### config.mk
export PLATFORM = sky130hd
export DESIGN_NAME = i2c_master_byte_sequencer
export DESIGN_NICKNAME = d
export VERILOG_FILES = /design/src/rtl/i2cms_pkg.sv /design/src/rtl/i2c_master_byte_sequencer.sv /design/src/rtl/i2cms_core.sv
export SDC_FILE = /design/constraint.sdc
export NUM_CORES = 1
export LEC_CHECK = 0
export ABC_AREA = 1
export BUFFER_PORTS_ARGS = -buffer_cell sky130_fd_sc_hd__buf_2
export CELL_PAD_IN_SITES_DETAIL_PLACEMENT = 0
export CELL_PAD_IN_SITES_GLOBAL_PLACEMENT = 1
export CORE_ASPECT_RATIO = 0.5
export CORE_MARGIN = 2
export CORE_UTILIZATION = 43
export DETAILED_ROUTE_END_ITERATION = 16
export PLACE_DENSITY = 0.76
export SLEW_MARGIN = 0
export SYNTH_ARGS = -nofsm -noshare
export SYNTH_HDL_FRONTEND = slang
export SYNTH_SLANG_ARGS = --single-unit
### constraint.sdc
create_clock -name clock -period 3.1 [get_ports clock]
set_input_delay 0.31 -clock clock [delete_from_list [all_inputs] [get_ports clock]]
set_output_delay 0.31 -clock clock [all_outputs]
set_load 0.02 [all_outputs]
### src/rtl/i2cms_pkg.sv
// Shared types and constants for the I2C master byte sequencer.
// No dependencies; used by i2cms_core and i2c_master_byte_sequencer.
`timescale 1ns / 1ps
`default_nettype none

package i2cms_pkg;

   // Command codes carried in the func field.
   localparam logic [1:0] FUNC_START = 2'd0;
   localparam logic [1:0] FUNC_STOP  = 2'd1;
   localparam logic [1:0] FUNC_WRITE = 2'd2;
   localparam logic [1:0] FUNC_READ  = 2'd3;

   // Reset value of the acknowledge retry limit register.
   localparam logic [7:0] ACK_RETRY_RESET = 8'd100;

   // Most significant bit of a byte, sent first on the bus.
   localparam int unsigned MSB = 7;

   // Number of bits in a byte on the bus.
   localparam logic [3:0] BITS_PER_BYTE = 4'd8;

   // One input item: a bus tick with an optional command.
   typedef struct packed {
      logic       cmd_valid;
      logic [1:0] func;
      logic [7:0] tx_byte;
      logic       ack_to_send;
      logic       sda_in;
   } item_type;

   // One result item: line drives and status after the tick.
   typedef struct packed {
      logic       scl_drive_low;
      logic       sda_drive_low;
      logic       busy_res;
      logic       done_res;
      logic [7:0] rx_byte;
      logic       ack_ok;
   } result_type;

endpackage

`default_nettype wire

### src/rtl/i2c_master_byte_sequencer.sv
// Top level of the I2C master byte sequencer: input register, core, result register.
// Depends on i2cms_pkg and i2cms_core.
`timescale 1ns / 1ps
`default_nettype none

// Each input item on the req_ channel is one bus delay tick: the sampled SDA
// level and, optionally, a command (start, stop, write byte, read byte) that is
// taken only while the sequencer is idle. Every item produces exactly one
// result item on the rsp_ channel with the SCL and SDA pull-down drives and the
// busy, done, received byte and acknowledge status after that tick.
// An item is taken into an input register, the sequencer advances one phase as
// it moves into the result register, and the result is offered from there.
// One item per cycle is sustained while rsp_stall is low: the single phase
// update sits between the two registers. When rsp_stall is high the result
// register holds, one further item waits in the input register and then
// req_stall rises.
// The csr_ channel writes the acknowledge retry limit; csr_ready is always high
// and writes are expected only while the sequencer is idle.
// Reset clears both registers, returns the sequencer to idle with both lines
// released and sets the retry limit to 100.
module i2c_master_byte_sequencer (
   input  wire logic       clock,
   input  wire logic       reset,
   input  wire logic       req_valid,
   output      logic       req_stall,
   input  wire logic       req_cmd_valid,
   input  wire logic [1:0] req_func,
   input  wire logic [7:0] req_tx_byte,
   input  wire logic       req_ack_to_send,
   input  wire logic       req_sda_in,
   output      logic       rsp_valid,
   input  wire logic       rsp_stall,
   output      logic       rsp_scl_drive_low,
   output      logic       rsp_sda_drive_low,
   output      logic       rsp_busy_res,
   output      logic       rsp_done_res,
   output      logic [7:0] rsp_rx_byte,
   output      logic       rsp_ack_ok,
   input  wire logic       csr_valid,
   output      logic       csr_ready,
   input  wire logic [7:0] csr_ack_retry_limit
);

   logic                  in_valid_ff, in_valid_in;
   i2cms_pkg::item_type   item_ff;
   logic                  out_valid_ff, out_valid_in;
   i2cms_pkg::result_type result_ff;
   i2cms_pkg::result_type result_next;
   logic [7:0]            limit_ff;
   logic                  advance;
   logic                  req_take;

   // Handshake: the core steps when the input register moves into a free result slot.
   assign advance   = in_valid_ff && (!out_valid_ff || !rsp_stall);
   assign req_stall = in_valid_ff && !advance;
   assign req_take  = req_valid && !req_stall;
   assign csr_ready = 1'b1;

   always_comb begin
      in_valid_in = in_valid_ff;
      if (req_take) begin
         in_valid_in = 1'b1;
      end else if (advance) begin
         in_valid_in = 1'b0;
      end
      out_valid_in = out_valid_ff;
      if (advance) begin
         out_valid_in = 1'b1;
      end else if (!rsp_stall) begin
         out_valid_in = 1'b0;
      end
   end

   // Input and result registers, plus the retry limit register.
   always_ff @(posedge clock) begin
      if (reset) begin
         in_valid_ff  <= 1'b0;
         out_valid_ff <= 1'b0;
         limit_ff     <= i2cms_pkg::ACK_RETRY_RESET;
      end else begin
         in_valid_ff  <= in_valid_in;
         out_valid_ff <= out_valid_in;
         if (csr_valid && csr_ready) begin
            limit_ff <= csr_ack_retry_limit;
         end
      end
      if (req_take) begin
         item_ff.cmd_valid   <= req_cmd_valid;
         item_ff.func        <= req_func;
         item_ff.tx_byte     <= req_tx_byte;
         item_ff.ack_to_send <= req_ack_to_send;
         item_ff.sda_in      <= req_sda_in;
      end
      if (advance) begin
         result_ff <= result_next;
      end
   end

   i2cms_core u_core (
      .clock           (clock),
      .reset           (reset),
      .step            (advance),
      .item            (item_ff),
      .ack_retry_limit (limit_ff),
      .result          (result_next)
   );

   assign rsp_valid         = out_valid_ff;
   assign rsp_scl_drive_low = result_ff.scl_drive_low;
   assign rsp_sda_drive_low = result_ff.sda_drive_low;
   assign rsp_busy_res      = result_ff.busy_res;
   assign rsp_done_res      = result_ff.done_res;
   assign rsp_rx_byte       = result_ff.rx_byte;
   assign rsp_ack_ok        = result_ff.ack_ok;

`ifndef SYNTHESIS
   // A completing tick never reports the sequencer as still busy.
   a_done_not_busy: assert property (@(posedge clock) disable iff (reset)
      rsp_valid && rsp_done_res |-> !rsp_busy_res)
      else $error("done reported while busy");

   // Every core step leaves a result waiting in the result register.
   a_step_gives_result: assert property (@(posedge clock) disable iff (reset)
      advance |=> out_valid_ff)
      else $error("core step without a result");

   // The input side is only held off while an item waits in the input register.
   a_stall_only_when_full: assert property (@(posedge clock) disable iff (reset)
      req_stall |-> in_valid_ff && out_valid_ff && rsp_stall)
      else $error("input stalled without cause");
`endif

endmodule

`default_nettype wire

### src/rtl/i2cms_core.sv
// Tick sequencer of the I2C master: phase state machine and data registers.
// Depends on i2cms_pkg for the item, result and command definitions.
`timescale 1ns / 1ps
`default_nettype none

module i2cms_core (
   input  wire logic                   clock,
   input  wire logic                   reset,
   input  wire logic                   step,
   input  wire i2cms_pkg::item_type    item,
   input  wire logic [7:0]             ack_retry_limit,
   output      i2cms_pkg::result_type  result
);

   typedef enum logic [3:0] {
      PH_IDLE    = 4'd0,
      PH_START2  = 4'd1,
      PH_STOP2   = 4'd2,
      PH_STOP3   = 4'd3,
      PH_W_HIGH  = 4'd4,
      PH_W_LOW   = 4'd5,
      PH_W_SETUP = 4'd6,
      PH_W_ACK   = 4'd7,
      PH_W_POLL  = 4'd8,
      PH_R_HIGH  = 4'd9,
      PH_R_SAMP  = 4'd10,
      PH_R_AHIGH = 4'd11,
      PH_R_ALOW  = 4'd12
   } phase_type;

   phase_type  phase_ff, phase_in;
   logic [3:0] bit_count_ff, bit_count_in;
   logic [7:0] shift_ff, shift_in;
   logic [7:0] retry_ff, retry_in;
   logic       ack_choice_ff, ack_choice_in;
   logic       scl_low_ff, scl_low_in;
   logic       sda_low_ff, sda_low_in;
   logic       ack_status_ff, ack_status_in;
   logic [7:0] rx_hold_ff, rx_hold_in;
   logic       done;
   logic [3:0] bit_count_inc;
   logic [8:0] retry_inc;

   assign bit_count_inc = bit_count_ff + 4'd1;
   assign retry_inc     = {1'b0, retry_ff} + 9'd1;

   // Next state for one tick.
   always_comb begin
      phase_in      = phase_ff;
      bit_count_in  = bit_count_ff;
      shift_in      = shift_ff;
      retry_in      = retry_ff;
      ack_choice_in = ack_choice_ff;
      scl_low_in    = scl_low_ff;
      sda_low_in    = sda_low_ff;
      ack_status_in = ack_status_ff;
      rx_hold_in    = rx_hold_ff;
      done          = 1'b0;
      case (phase_ff)
         PH_START2: begin
            scl_low_in = 1'b1;
            phase_in   = PH_IDLE;
            done       = 1'b1;
         end
         PH_STOP2: begin
            scl_low_in = 1'b0;
            phase_in   = PH_STOP3;
         end
         PH_STOP3: begin
            sda_low_in = 1'b0;
            phase_in   = PH_IDLE;
            done       = 1'b1;
         end
         PH_W_HIGH: begin
            scl_low_in = 1'b0;
            phase_in   = PH_W_LOW;
         end
         PH_W_LOW: begin
            scl_low_in   = 1'b1;
            shift_in     = {shift_ff[6:0], 1'b0};
            bit_count_in = bit_count_inc;
            phase_in     = (bit_count_inc >= i2cms_pkg::BITS_PER_BYTE) ? PH_W_ACK
                                                                      : PH_W_SETUP;
         end
         PH_W_SETUP: begin
            sda_low_in = ~shift_ff[i2cms_pkg::MSB];
            phase_in   = PH_W_HIGH;
         end
         PH_W_ACK: begin
            sda_low_in = 1'b0;
            scl_low_in = 1'b0;
            retry_in   = 8'd0;
            phase_in   = PH_W_POLL;
         end
         PH_W_POLL: begin
            // Low SDA is an acknowledge; enough high samples in a row is a NACK.
            if (!item.sda_in) begin
               ack_status_in = 1'b1;
               scl_low_in    = 1'b1;
               phase_in      = PH_IDLE;
               done          = 1'b1;
            end else if (retry_inc >= {1'b0, ack_retry_limit}) begin
               ack_status_in = 1'b0;
               scl_low_in    = 1'b1;
               phase_in      = PH_IDLE;
               done          = 1'b1;
            end else begin
               retry_in = retry_inc[7:0];
            end
         end
         PH_R_HIGH: begin
            scl_low_in = 1'b0;
            phase_in   = PH_R_SAMP;
         end
         PH_R_SAMP: begin
            shift_in     = {shift_ff[6:0], item.sda_in};
            bit_count_in = bit_count_inc;
            scl_low_in   = 1'b1;
            if (bit_count_inc >= i2cms_pkg::BITS_PER_BYTE) begin
               sda_low_in = ack_choice_ff;
               phase_in   = PH_R_AHIGH;
            end else begin
               phase_in = PH_R_HIGH;
            end
         end
         PH_R_AHIGH: begin
            scl_low_in = 1'b0;
            phase_in   = PH_R_ALOW;
         end
         PH_R_ALOW: begin
            scl_low_in = 1'b1;
            rx_hold_in = shift_ff;
            phase_in   = PH_IDLE;
            done       = 1'b1;
         end
         default: begin
            // Idle, and any unused code: take a command if one is offered.
            phase_in = PH_IDLE;
            if (item.cmd_valid) begin
               bit_count_in = 4'd0;
               retry_in     = 8'd0;
               case (item.func)
                  i2cms_pkg::FUNC_START: begin
                     sda_low_in = 1'b1;
                     phase_in   = PH_START2;
                  end
                  i2cms_pkg::FUNC_STOP: begin
                     sda_low_in = 1'b1;
                     phase_in   = PH_STOP2;
                  end
                  i2cms_pkg::FUNC_WRITE: begin
                     shift_in   = item.tx_byte;
                     scl_low_in = 1'b1;
                     sda_low_in = ~item.tx_byte[i2cms_pkg::MSB];
                     phase_in   = PH_W_HIGH;
                  end
                  default: begin
                     ack_choice_in = item.ack_to_send;
                     shift_in      = 8'd0;
                     scl_low_in    = 1'b1;
                     sda_low_in    = 1'b0;
                     phase_in      = PH_R_HIGH;
                  end
               endcase
            end
         end
      endcase
   end

   // State registers advance once per processed item.
   always_ff @(posedge clock) begin
      if (reset) begin
         phase_ff      <= PH_IDLE;
         bit_count_ff  <= 4'd0;
         shift_ff      <= 8'd0;
         retry_ff      <= 8'd0;
         ack_choice_ff <= 1'b0;
         scl_low_ff    <= 1'b0;
         sda_low_ff    <= 1'b0;
         ack_status_ff <= 1'b0;
         rx_hold_ff    <= 8'd0;
      end else if (step) begin
         phase_ff      <= phase_in;
         bit_count_ff  <= bit_count_in;
         shift_ff      <= shift_in;
         retry_ff      <= retry_in;
         ack_choice_ff <= ack_choice_in;
         scl_low_ff    <= scl_low_in;
         sda_low_ff    <= sda_low_in;
         ack_status_ff <= ack_status_in;
         rx_hold_ff    <= rx_hold_in;
      end
   end

   // Result of this tick, taken from the next state.
   always_comb begin
      result.scl_drive_low = scl_low_in;
      result.sda_drive_low = sda_low_in;
      result.busy_res      = (phase_in != PH_IDLE);
      result.done_res      = done;
      result.rx_byte       = rx_hold_in;
      result.ack_ok        = ack_status_in;
   end

endmodule

`default_nettype wire

Yosys cells after proc, flatten, opt, wreduce, memory -nomap -nowiden
Cells that the tools add are included.
- output and inout bits: 16
- input bits: 26
- word-level logic and storage cells: 117
- flip-flop bits (word level): 72
- bitwise logic cells: 6
- order comparisons: 2
- mux-type cells: 36
- reductions and logical operators: 30
- equality and inequality tests: 18
- $add $sub $neg: 2
- operators by type and width (kind ; number):
    $pmux 8 s3 ; 2
    $mux 8 ; 5
    $pmux 4 s10 ; 1
    $eq 4x4->1 const B ; 5
    $reduce_or 10->1 ; 2
    $eq 4x3->1 const B ; 4
    $mux 1 ; 16
    $mux 4 ; 4
    $pmux 8 s2 ; 1
    $pmux 4 s3 ; 1
    $reduce_or 12->1 ; 1
    $add 8x1->9 const B ; 1
    $ge 9x8->1 ; 1
    $eq 4x2->1 const B ; 2
    $pmux 1 s4 ; 2
    $pmux 4 s2 ; 1
    $reduce_and 4->1 ; 2
    $reduce_or 2->1 ; 4
    $reduce_or 8->1 ; 1
    $not 1->1 ; 6
    $reduce_bool 3->1 ; 2
    $reduce_or 3->1 ; 2
    $reduce_and 5->1 ; 1
    $reduce_or 5->1 ; 1
    18 further kinds ; 26

Depth between registers and ports, before layout
- word-level depth: 8
- gate-level depth with buffers: 21
- depth with buffers taken out: 21

By module
A second synthesis with hierarchy kept.
- cells, all modules: 467
- area, all modules: 3701.0 sq um
- modules (own cells, without submodules) (module ; area an instance (sq um) ; cells each ; instances ; sequential area each (sq um)):
    i2cms_core ; 2527.4 ; 392 ; 1 ; 720.7
    i2c_master_byte_sequencer ; 1173.6 ; 75 ; 1 ; 980.9

Worst setup path before layout
No wires, ideal clock.
- kind: reg-to-reg
- start point: register u_core.retry_ff[0]
- end point: register result_ff (netlist bit rsp_done_res), data pin
- stages on the path, launching flop included: 17
- period minus slack after synthesis: 2.158 ns
- path buffers: 1
- setup slack: 0.942 ns
- data arrival time: 1.905 ns
- cells stage by stage: dfxtp_1 ha_1 nand2_1 nor2_1 inv_1 nor2_1 nand2_1 inv_1 nor2_1 ha_1 a21oi_1 nand2_1 nand2_1 nand3_1 nand2_2 buf_6 nand2_1
- RTL lines (what ; line ; RTL):
    start, declared ; i2cms_core.sv:34 ; logic [7:0] retry_ff, retry_in;
    start signal, assigned ; i2cms_core.sv:186 ; retry_ff <= retry_in;
    end signal, assigned ; i2c_master_byte_sequencer.sv:95 ; result_ff <= result_next;
    end, declared ; i2c_master_byte_sequencer.sv:47 ; i2cms_pkg::result_type result_ff;

==> flow_metrics.py <==
metrics = {
    "logic_synthesis": {
        "synth_warnings": 0,
        "ys_seq_area_share_pct": 46.6,
        "ys_ff_latch": 72,
        "synth_area_mm2": 0.00365,
        "synth_nets": 519,
        "syn_inst": 477,
        "synth.avg_cell_area_um2": 7.66,
        "synth.distinct_cells": 35,
    },
    "clock_network": {
        "clock_path_buffers": 2,
        "post_cts_buffers": 0,
        "htreeDepth": 3,
        "cts_buffers": 9,
        "insertion_delay_ns": 0.33,
        "cts_tree": "done",
        "cts_resized": 0,
        "clkTransAtPathRegs_ns": 0.06,
        "clock_sinks": 72,
        "cts_hold_buffers": 0,
        "root_buffer": "clkbuf_16",
    },
    "grt": {
        "overflow": 0,
        "grt_max_degree": 33,
        "antenna_found_initial": 0,
        "grt_pass1_wl_um": 13100,
        "grt_usage_pct": 18.1,
        "grt_pass1_vias": 2747,
    },
    "die": {
        "die_x_um": 134,
        "dieArea_mm2": 0.00930,
        "io_pins": 42,
        "initial_utilization_pct": 45.0,
        "rows": 23,
        "die_y_um": 69.2,
        "core_mm2": 0.00812,
    },
    "power_and_ir_drop": {
        "clock_power_share_pct": 42.8,
        "vdd_drop_max_mv": 0.297,
        "p_leak_nw": 2.01,
        "power.internal_mw": 1.75,
        "swShare_pct": 25.2,
        "p_sw_mw": 0.589,
        "combPwrFrac_pct": 11.6,
        "power_frac_seq_pct": 45.5,
        "cellPowerDensity_mw_per_mm2": 554,
    },
    "routing": {
        "post_drt_wl_per_cell_um": 12.3,
        "route.vias.total": 2989,
        "drt_iter0_drc": 147,
        "drc": 0,
        "drtAntennaViolNets": 0,
        "first_pass_iters": 4,
        "vias_per_cell": 4.73,
        "drt-total-wl_um": 7760,
    },
    "cells_and_area": {
        "fillers": 834,
        "drive_above_1_share_pct": 14.0,
        "antennaDiodeCount": 0,
        "syn_to_final_growth_pct": 15.3,
        "nets": 557,
    },
    "placed_design": {
        "place_congestion": 0.817,
        "port_buffers": 40,
        "dp_hpwl_um": 5640,
    },
    "sta": {
        "slew_headroom_pct": 55.7,
        "skew_ns": 0.00737,
        "setup_viol": 0,
        "rsz0062_at_grt": "no",
        "maxSlewViolCount": 0,
        "max_freq_mhz": 408,
        "timing.final.crit_share_pct": 79.0,
        "setup_tns_ns": 0,
        "hold_viol_final": 0,
        "worstMarginPinSlew_ns": 0.664,
        "period_needed_ns": 2.45,
        "holdWs_ns": 0.147,
    },
    "job": {
        "cap_violations": 0,
    },
    "setup_path": {
        "crit_fanout": 12,
        "startpoint_type": "flop",
        "critPathRequiredTime_ns": 3.19,
        "path_class": "flop to flop",
        "cp.arrival_ns": 2.54,
        "cp-end-kind": "flop",
    },
    "status": {
        "status": "completed",
    },
    "hold_path": {
        "hold_path_class": "primary input to flop",
    },
}
## synth_stat cells
cell,number,share of area (%)
a31oi_4,1,0.58
a211oi_1,1,0.21
nor3_2,1,0.27
conb_1,1,0.10
clkbuf_1,8,0.82
buf_6,2,0.62
inv_2,5,0.51
xor2_1,1,0.24
nand2_1,95,9.8
a21oi_1,45,6.2
buf_4,3,0.62
o31ai_1,1,0.21
buf_2,2,0.27
o21ai_0,35,4.8
a31oi_1,1,0.17
or2_1,1,0.17
nand2_4,1,0.31
nor3_1,4,0.55
xnor2_1,2,0.48
inv_1,68,7.0
o21ai_4,1,0.45
nand2_2,5,0.86
nor2_1,72,7.4
ha_1,16,5.5
nand3_1,15,2.1
nand4_1,5,0.86
o21ai_1,3,0.41
dfxtp_1,46,25
a22oi_1,1,0.21
edfxtp_1,26,21
o21a_1,1,0.21
nand3_2,1,0.27
nor2_2,1,0.17
o211ai_1,5,1.0
o21ai_2,1,0.24
## worst paths after layout
kind,startpoint,to,slack [ns],cells after the start
max,u_core.retry_ff[0],rsp_scl_drive_low,0.65,19
min,req_func[0],item_ff[10],0.15,1
max reg2reg,u_core.retry_ff[0],rsp_scl_drive_low,0.65,19
min reg2reg,u_core.retry_ff[3],u_core.retry_ff[3],0.46,2
## power by group through the flow
stage	sequential, mW	clock (mW)	combinational (mW)
2_1_floorplan	1.09	0	0.187
3_3_place_gp	1.08	0	0.275
3_5_place_dp	1.08	0	0.273
4_1_cts	1.06	1.03	0.275
5_1_grt	1.07	1.07	0.317
6_report	1.06	1.00	0.272
## cell usage in the layout (no fill, tap or decap), types with 2 or more instances in the layout
master | Yosys | final
dfxtp_1 | 46 | 46
nand2_1 | 95 | 95
buf_4 | 3 | 2
clkbuf_16 | 0 | 9
inv_1 | 68 | 68
nand3_1 | 15 | 15
nand2_2 | 5 | 5
nor3_1 | 4 | 4
nor2_1 | 72 | 72
xnor2_1 | 2 | 2
o21ai_1 | 3 | 3
inv_2 | 5 | 5
clkinv_2 | 0 | 2
ha_1 | 16 | 16
nand4_1 | 5 | 5
a21oi_1 | 45 | 45
o211ai_1 | 5 | 5
buf_2 | 2 | 40
edfxtp_1 | 26 | 26
o21ai_0 | 35 | 35
## kinds of logic (layout without fill, tap and decap cells)
kind of cell,after synthesis,count (layout),synth area share (%)
flops,72,72,46.6
buf+inv,88,131,9.83
xor+xnor,3,3,0.719
compound gates,96,96,14.7
other cells,1,1,0.103
fa+ha+maj,16,16,5.48
simple gates,201,201,22.7
## flip-flops by register name, indices dropped and copies added, names as in the netlist
signal and count:
u_core.phase_ff 4, u_core.scl_low_ff 1, u_core.sda_low_ff 1, rsp_done_res 1
rsp_sda_drive_low 1, rsp_busy_res 1, rsp_rx_byte 8, u_core.ack_status_ff 1
in_valid_ff 1, rsp_ack_ok 1, limit_ff 8, u_core.shift_ff 8
u_core.ack_choice_ff 1, item_ff 13, u_core.rx_hold_ff 8, rsp_scl_drive_low 1
rsp_valid 1, u_core.bit_count_ff 4, u_core.retry_ff 8
## critical path, stage by stage, from the launching register on
cell,delay [ns]
dfxtp_1,0.39
ha_1,0.18
nand2_1,0.07
nor2_1,0.08
inv_1,0.07
nor2_1,0.13
nor2_1,0.07
ha_1,0.28
nand2_1,0.09
inv_1,0.04
nand2_1,0.05
nand3_1,0.07
nand2_1,0.06
nand2_1,0.04
nand2_1,0.09
nand3_1,0.09
nand2_2,0.21
nand2_1,0.07
nand2_1,0.08
inv_1,0.04
## metal layers
metal,part of all wire (%),GRT usage (%),wire length (µm),vias to the layer above
met4,1.6,6.08,126,0
met1,51,24.4,3950,1300
met3,5.1,5.48,394,11
met2,42,27.9,3290,58
li1,-,-,-,1620
met5,0,0,0,-
## metrics by stage
step	cell area, µm²	std cells	utilization, %	total power [mW]	setup WS (ns)
floorplan	3650	477	-	1.28	0.942
global placement	3930	616	48.4	1.36	0.720
finish	4210	632	51.9	2.33	0.650
detailed placement	3930	616	48.4	1.36	0.649
CTS	4210	632	51.9	2.37	0.643
global route	4210	632	51.9	2.45	0.241
## area by class of cell
class	instances	area, µm²	share of cell area (%)
inverters	73	274	6.50
clock inverters	6	60.1	1.43
multi-input cells	317	1590	37.8
clock buffers	10	229	5.43
flip-flops and latches	72	1700	40.4
repair buffers	42	215	5.11
well taps	112	140	3.33
(Power assumes the default switching activity.)
